--- src/design/rtbe_pkg.sv ---
// rtbe_pkg: shared constants, command codes and the header byte lookup
// for the RGBA to 24-bit BMP stream encoder. No dependencies.
`timescale 1ns / 1ps
`default_nettype none

package rtbe_pkg;

    // Request command codes
    localparam logic CMD_START = 1'b0;
    localparam logic CMD_PIXEL = 1'b1;

    // Configuration register indexes
    localparam logic REG_WIDTH  = 1'b0;
    localparam logic REG_HEIGHT = 1'b1;

    localparam int CFG_W = 13;

    localparam int         HDR_BYTES  = 54;
    localparam int         IDX_W      = 6;
    localparam logic [5:0] HDR_LAST   = 6'(HDR_BYTES - 1);
    localparam logic [7:0] INFO_BYTES = 8'd40;
    localparam logic [7:0] BPP        = 8'd24;
    localparam logic [7:0] PLANES     = 8'd1;
    localparam logic [7:0] KEY_RB     = 8'hFF;
    localparam logic [7:0] CHAR_B     = 8'h42;
    localparam logic [7:0] CHAR_M     = 8'h4D;

    // One byte of the 54-byte header, little endian multi-byte fields.
    function automatic logic [7:0] hdr_byte(
        input logic [5:0]  idx,
        input logic [31:0] fsize,
        input logic [31:0] w,
        input logic [31:0] h
    );
        logic [7:0] b;
        b = 8'h00;
        unique case (idx)
            6'd0:  b = CHAR_B;
            6'd1:  b = CHAR_M;
            6'd2:  b = fsize[7:0];
            6'd3:  b = fsize[15:8];
            6'd4:  b = fsize[23:16];
            6'd5:  b = fsize[31:24];
            6'd10: b = 8'(HDR_BYTES);
            6'd14: b = INFO_BYTES;
            6'd18: b = w[7:0];
            6'd19: b = w[15:8];
            6'd20: b = w[23:16];
            6'd21: b = w[31:24];
            6'd22: b = h[7:0];
            6'd23: b = h[15:8];
            6'd24: b = h[23:16];
            6'd25: b = h[31:24];
            6'd26: b = PLANES;
            6'd28: b = BPP;
            default: b = 8'h00;
        endcase
        return b;
    endfunction

endpackage

`default_nettype wire

--- src/design/rgba_to_bmp24_stream_encoder.sv ---
// rgba_to_bmp24_stream_encoder: top level, RGBA pixels to a 24-bit BMP byte stream.
// Depends on rtbe_pkg (command codes, register indexes, header byte lookup).
`timescale 1ns / 1ps
`default_nettype none

// Channel  | Direction | Handshake          | Payload
// ---------+-----------+--------------------+-------------------------------------------
// s_       | in        | s_valid / s_ready  | s_command, s_red, s_green, s_blue, s_alpha
// m_       | out       | m_valid / m_ready  | m_out_byte, m_run_last, m_frame_end
// cfg_     | in        | cfg_we (no wait)   | cfg_index, cfg_data
//
// One output byte per cycle while m_ready is high. A pixel request gives 3 bytes, plus
//   (width mod 4) pad bytes at the end of a row; a start request gives 54.
//   The single byte lane of the output register sets this rate.
// A new request is taken in the cycle the previous one's last byte moves
//   into the output register, so bursts run back to back with no bubble.
// Reset (aresetn low, synchronous) empties both stages, zeroes the row and
//   column counters and sets both dimension registers to 1.
// m_ready low holds the output register; the request register then fills
//   and s_ready drops until the output drains.
// Header size field comes from a two-stage register pipe off the dimension
//   registers; it is settled well before header byte 2 is sent.

module rgba_to_bmp24_stream_encoder #(
    parameter int MAX_DIM = 4096
) (
    input  wire        aclk,
    input  wire        aresetn,

    input  wire        s_valid,
    output logic       s_ready,
    input  wire        s_command,
    input  wire [7:0]  s_red,
    input  wire [7:0]  s_green,
    input  wire [7:0]  s_blue,
    input  wire [7:0]  s_alpha,

    output logic       m_valid,
    input  wire        m_ready,
    output logic [7:0] m_out_byte,
    output logic       m_run_last,
    output logic       m_frame_end,

    input  wire        cfg_we,
    input  wire        cfg_index,
    input  wire [rtbe_pkg::CFG_W-1:0] cfg_data
);

    // Dimension widths follow MAX_DIM; at least 2 bits for the pad select
    localparam int DIM_W = ($clog2(MAX_DIM + 1) > 2) ? $clog2(MAX_DIM + 1) : 2;
    localparam int CMP_W = (DIM_W > rtbe_pkg::CFG_W) ? DIM_W : rtbe_pkg::CFG_W;
    localparam int RB_W  = DIM_W + 2;          // 3*w + pad < 4*(MAX_DIM+1)
    localparam int FS_W  = RB_W + DIM_W + 1;   // product plus header offset

    // ------------------------------------------------------------------
    // Configuration registers
    // ------------------------------------------------------------------
    logic [rtbe_pkg::CFG_W-1:0] cfg_w_reg, cfg_h_reg;

    always_ff @(posedge aclk) begin
        if (!aresetn) begin
            cfg_w_reg <= rtbe_pkg::CFG_W'(1);
            cfg_h_reg <= rtbe_pkg::CFG_W'(1);
        end else if (cfg_we) begin
            unique case (cfg_index)
                rtbe_pkg::REG_WIDTH:  cfg_w_reg <= cfg_data;
                rtbe_pkg::REG_HEIGHT: cfg_h_reg <= cfg_data;
                default: ;
            endcase
        end
    end

    // Effective dimensions: 0 reads as 1, anything above MAX_DIM clamps
    logic [DIM_W-1:0] eff_w, eff_h;

    always_comb begin
        if (cfg_w_reg == '0)
            eff_w = DIM_W'(1);
        else if (CMP_W'(cfg_w_reg) > CMP_W'(MAX_DIM))
            eff_w = DIM_W'(MAX_DIM);
        else
            eff_w = DIM_W'(cfg_w_reg);

        if (cfg_h_reg == '0)
            eff_h = DIM_W'(1);
        else if (CMP_W'(cfg_h_reg) > CMP_W'(MAX_DIM))
            eff_h = DIM_W'(MAX_DIM);
        else
            eff_h = DIM_W'(cfg_h_reg);
    end

    // Row pad to a multiple of 4 bytes: (4 - 3w mod 4) mod 4 == w mod 4
    logic [1:0] pad_now;
    assign pad_now = eff_w[1:0];

    // Header field pipe: row bytes and dims, then file size
    logic [DIM_W-1:0] hw_reg, hh_reg;
    logic [RB_W-1:0]  rowb_reg;
    logic [31:0]      fsize_reg;
    logic [FS_W-1:0]  fsize_full;

    assign fsize_full = FS_W'(rtbe_pkg::HDR_BYTES) + FS_W'(rowb_reg) * FS_W'(hh_reg);

    always_ff @(posedge aclk) begin
        hw_reg    <= eff_w;
        hh_reg    <= eff_h;
        rowb_reg  <= RB_W'({eff_w, 1'b0}) + RB_W'(eff_w) + RB_W'(pad_now);
        fsize_reg <= 32'(fsize_full);   // low 32 bits on overflow
    end

    // ------------------------------------------------------------------
    // Row / column tracking, updated as a request is taken
    // ------------------------------------------------------------------
    logic [DIM_W-1:0] col_reg, row_reg;
    logic             row_done, frame_done;

    assign row_done   = ({1'b0, col_reg} + (DIM_W+1)'(1)) >= {1'b0, eff_w};
    assign frame_done = row_done &&
                        (({1'b0, row_reg} + (DIM_W+1)'(1)) >= {1'b0, eff_h});

    // ------------------------------------------------------------------
    // Request register: one request being serialized
    // ------------------------------------------------------------------
    logic                      item_valid_reg;
    logic                      item_cmd_reg;
    logic [7:0]                item_b_reg, item_g_reg, item_r_reg;
    logic [1:0]                item_pad_reg;
    logic                      item_fend_reg;
    logic [rtbe_pkg::IDX_W-1:0] item_idx_reg;

    logic                      out_free, item_last, item_move, s_take;
    logic [rtbe_pkg::IDX_W-1:0] last_idx;
    logic [7:0]                byte_now;

    assign last_idx  = (item_cmd_reg == rtbe_pkg::CMD_START) ? rtbe_pkg::HDR_LAST
                     : rtbe_pkg::IDX_W'(2) + rtbe_pkg::IDX_W'(item_pad_reg);
    assign item_last = (item_idx_reg == last_idx);
    assign out_free  = !m_valid || m_ready;
    assign item_move = item_valid_reg && out_free;
    assign s_ready   = !item_valid_reg || (out_free && item_last);
    assign s_take    = s_valid && s_ready;

    // Byte selected from the current request
    always_comb begin
        if (item_cmd_reg == rtbe_pkg::CMD_START) begin
            byte_now = rtbe_pkg::hdr_byte(item_idx_reg, fsize_reg,
                                          32'(hw_reg), 32'(hh_reg));
        end else begin
            case (item_idx_reg)
                rtbe_pkg::IDX_W'(0): byte_now = item_b_reg;
                rtbe_pkg::IDX_W'(1): byte_now = item_g_reg;
                rtbe_pkg::IDX_W'(2): byte_now = item_r_reg;
                default:             byte_now = 8'h00;    // row padding
            endcase
        end
    end

    // Control state
    always_ff @(posedge aclk) begin
        if (!aresetn) begin
            item_valid_reg <= 1'b0;
            item_idx_reg   <= '0;
            col_reg        <= '0;
            row_reg        <= '0;
        end else begin
            if (s_take) begin
                item_valid_reg <= 1'b1;
                item_idx_reg   <= '0;
            end else if (item_move) begin
                if (item_last)
                    item_valid_reg <= 1'b0;
                item_idx_reg <= item_idx_reg + rtbe_pkg::IDX_W'(1);
            end

            if (s_take) begin
                if (s_command == rtbe_pkg::CMD_START) begin
                    col_reg <= '0;
                    row_reg <= '0;
                end else if (row_done) begin
                    col_reg <= '0;
                    row_reg <= frame_done ? '0 : row_reg + DIM_W'(1);
                end else begin
                    col_reg <= col_reg + DIM_W'(1);
                end
            end
        end
    end

    // Request payload; alpha zero swaps in the magenta key
    always_ff @(posedge aclk) begin
        if (s_take) begin
            item_cmd_reg  <= s_command;
            item_pad_reg  <= row_done ? pad_now : 2'd0;
            item_fend_reg <= (s_command == rtbe_pkg::CMD_PIXEL) && frame_done;
            if (s_alpha == 8'h00) begin
                item_b_reg <= rtbe_pkg::KEY_RB;
                item_g_reg <= 8'h00;
                item_r_reg <= rtbe_pkg::KEY_RB;
            end else begin
                item_b_reg <= s_blue;
                item_g_reg <= s_green;
                item_r_reg <= s_red;
            end
        end
    end

    // ------------------------------------------------------------------
    // Output register
    // ------------------------------------------------------------------
    always_ff @(posedge aclk) begin
        if (!aresetn) begin
            m_valid <= 1'b0;
        end else if (out_free) begin
            m_valid <= item_valid_reg;
        end
    end

    always_ff @(posedge aclk) begin
        if (item_move) begin
            m_out_byte  <= byte_now;
            m_run_last  <= item_last;
            m_frame_end <= item_last && item_fend_reg;
        end
    end

endmodule

`default_nettype wire

--- config.mk ---
export PLATFORM = sky130hd
export DESIGN_NAME = rgba_to_bmp24_stream_encoder
export DESIGN_NICKNAME = d
export VERILOG_FILES = /design/src/design/rtbe_pkg.sv /design/src/design/rgba_to_bmp24_stream_encoder.sv
export SDC_FILE = /design/constraint.sdc
export NUM_CORES = 1
export LEC_CHECK = 0
export BUFFER_PORTS_ARGS = -buffer_cell sky130_fd_sc_hd__buf_4
export CORE_ASPECT_RATIO = 1.25
export CORE_MARGIN = 2
export CORE_UTILIZATION = 45
export CTS_BUF_LIST = sky130_fd_sc_hd__clkbuf_4 sky130_fd_sc_hd__clkbuf_8 sky130_fd_sc_hd__clkbuf_16
export CTS_CLUSTER_DIAMETER = 150
export DETAILED_ROUTE_END_ITERATION = 8
export MAX_ROUTING_LAYER = met4
export PLACE_DENSITY = 0.69
export REMOVE_ABC_BUFFERS = 1
export SLEW_MARGIN = 0
export SYNTH_ARGS = -nofsm -noshare
export SYNTH_HDL_FRONTEND = slang
export SYNTH_SLANG_ARGS = --single-unit
--- constraint.sdc ---
create_clock -name aclk -period 6.1 [get_ports aclk]
set_input_delay 1.22 -clock aclk [delete_from_list [all_inputs] [get_ports aclk]]
set_output_delay 1.22 -clock aclk [all_outputs]
set_load 0.03 [all_outputs]
==> out/qor.csv <==
metric;value;unit
status;complete, no violations;
p_per_area;201;nW/um2
fmax;170;MHz
die_area;31200;um2
synthFlopType;dfxtp_1;
synth_seq_cells;164;
clockBufferDepth;2;
io_pins;64;
clk_pin_slew;70;ps
syn_area_per_cell;9.36;um2
fin_crit;5890;ps
setup_violations;0;
wirelength;32.6;mm
syn_inst;1431;
maxSlewHeadroom;42.0;%
grtUsageTotal;22.9;%
layout.cells.non_filler;1888;
vias;10300;
ff2ff_path_depth;15;
yosysTopAreaCell;dfxtp_1;
ys_async_sr_fraction;0;%
clk_latency;450;ps
antenna_cells;0;
netlist_area;13400;um2
syn_to_final_growth;11.8;%
final_nets;1805;
required;6430;ps
die_w;158;um
path_class;reg -> reg;
grt_pass1_vias;10700;
dp_hpwl;26.3;mm
yosysMostFrequentCell;nand2_1;
drtIter0Drc;500;
grt_pass1_wl;53.5;mm
cp-end-kind;flip-flop;
root_buffer;clkbuf_16;
crit_path_max_fanout;8;
first_pass_iters;7;
postCtsSetupBuffers;0;
grt-ovfl-total;0;
rsz0062_at_grt;no;
port_buffers;63;
p_leak;7.38;nW
ys_warn_count;0;
fin_util;51.2;%
crit_end;fsize_reg[25]$_DFF_P_;
postRouteAntennaNets;0;
crit-reg2reg-launch;hh_reg[10]$_DFF_P_;
rr_endpoint;fsize_reg[25]$_DFF_P_;
period_share;96.5;%
drv_cap;0;
viasPerCell;5.43;
finalClockSkew;12.9;ps
critPathLaunchType;flip-flop;
synth_seq_area_share;27.4;%
cts.sinks;164;
dp.cells;1856;
yosysUniqueCellTypes;65;
arrival;6210;ps
initial_core_util;45.8;%
finalSetupTns;0;ps
drive_gt1_share;9.38;%
synth_enable_flop_cells;38;
core;29300;um2
htree_num_levels;4;
synthTopCellsByArea;dfxtp_1 19%, fa_1 18%, ha_1 14%;
rrSetupSlack;210;ps
gp_routability_congestion;0.927;
grt_max_degree;42;
die_height;197;um
wl_per_cell;17.3;um
drv_slew;0;
rows;70;
worst_slew_pin_slew;858;ps
numCtsBuffers;17;
peakVddDrop;0.000187;V
antenna_found_initial;0;
synth_top_area_share;18.8;%
drc;0;
fin_ws;214;ps
p_total;0.00301;W
hold_path_class;reg -> reg;
cts_tree;done;
ys_top_cells_by_count;202 x nand2_1, 172 x inv_1, 151 x ha_1;
dp_slack;166;ps
setup.worst_path.start;hh_reg[10]$_DFF_P_;
largest_reg_flops;27;
hold_viol;0;
[cells by family (layout without fill, tap and decap cells)]
family                   count (synthesis)  in the layout  share of synthesized area, %
adder cells (fa/ha/maj)                274            274                          32.5
multiplexers                             2              2                         0.150
flip-flops                             164            164                          27.4
AND/OR/NAND/NOR                        470            470                          17.4
XOR/XNOR                                51             51                          3.34
AO/OA/AOI/OAI                          238            238                          12.6
buffers and inverters                  232            293                          6.56
[power by group]
part	switching [W]	total [W]	internal [W]	leakage, nW
Combinational	0.000345	0.000586	0.000241	5.68
Sequential	0.0000755	0.00128	0.00121	1.40
Clock	0.000485	0.00115	0.000660	0.308
Total	0.000906	0.00301	0.00211	7.38
[stage by stage]
step / hold slack [ps] / area (um2)
CTS: 399 / 15000
detailed placement: 397 / 14300
floorplan: 364 / 13200
finish: 396 / 15000
global placement: 387 / 14300
global route: 410 / 15000
[final cells by class]
class                   instances  area, um2
fillers                      2758      14300
multi-input cells            1035       8860
flip-flops and latches        164       3670
repair buffers                 88        661
inverters                     173        649
clock buffers                  21        514
well taps                     396        495
clock inverters                11        123
[per-layer routing]
metal,wire length (um),track usage (%),vias to the layer above
met1,13100,26.1,5005
met5,0,-,-
li1,-,-,4882
met4,1470,11.5,0
met2,16700,38.9,288
met3,1320,3.45,84
[worst min path at each step]
stage                               start                 end  slack (ps)  cells after the start
2_1_floorplan  cfg_h_reg[12]$_SDFFE_PN0P_  hh_reg[12]$_DFF_P_         360                      0
6_report       cfg_h_reg[12]$_SDFFE_PN0P_  hh_reg[12]$_DFF_P_         400                      0
3_3_place_gp   cfg_h_reg[12]$_SDFFE_PN0P_  hh_reg[12]$_DFF_P_         390                      0
4_1_cts        cfg_h_reg[12]$_SDFFE_PN0P_  hh_reg[12]$_DFF_P_         400                      0
3_5_place_dp   cfg_h_reg[12]$_SDFFE_PN0P_  hh_reg[12]$_DFF_P_         400                      0
5_1_grt        cfg_h_reg[12]$_SDFFE_PN0P_  hh_reg[12]$_DFF_P_         410                      0
[critical path, stage by stage, from the launching register on]
cell and delay, ps:
dfxtp_1 520, buf_4 240, and2_1 170, fa_1 450, fa_1 530, fa_1 520
fa_1 520, fa_1 510, ha_1 320, ha_1 390, nand3_1 170, o22ai_1 130
o41a_1 450, o21a_1 220, o31a_1 280, a311o_1 350
[layout by cell type, fill, tap and decap left out, drive strengths merged, types with 12 or more instances in the layout]
cell type,n
o21ai,32
ha,151
buf,88
and2,100
clkbuf,21
nor3,17
and3,15
nand3,21
nor2,42
a21oi,43
a32o,14
fa,123
nor2b,12
a22oi,15
a21o,28
xor2,22
nand2,203
a21boi,30
o22ai,12
dfxtp,126
xnor2,29
nand2b,27
edfxtp,38
inv,180
nand4,13
[repair_timing]
action | 4_1_cts | 5_1_grt
hold endpoints to repair | 0 | 0
endpoints found under the setup margin | 0 | 4
resized for setup | 0 | 11
hold buffers | 0 | 0
(Power assumes the default switching activity.)
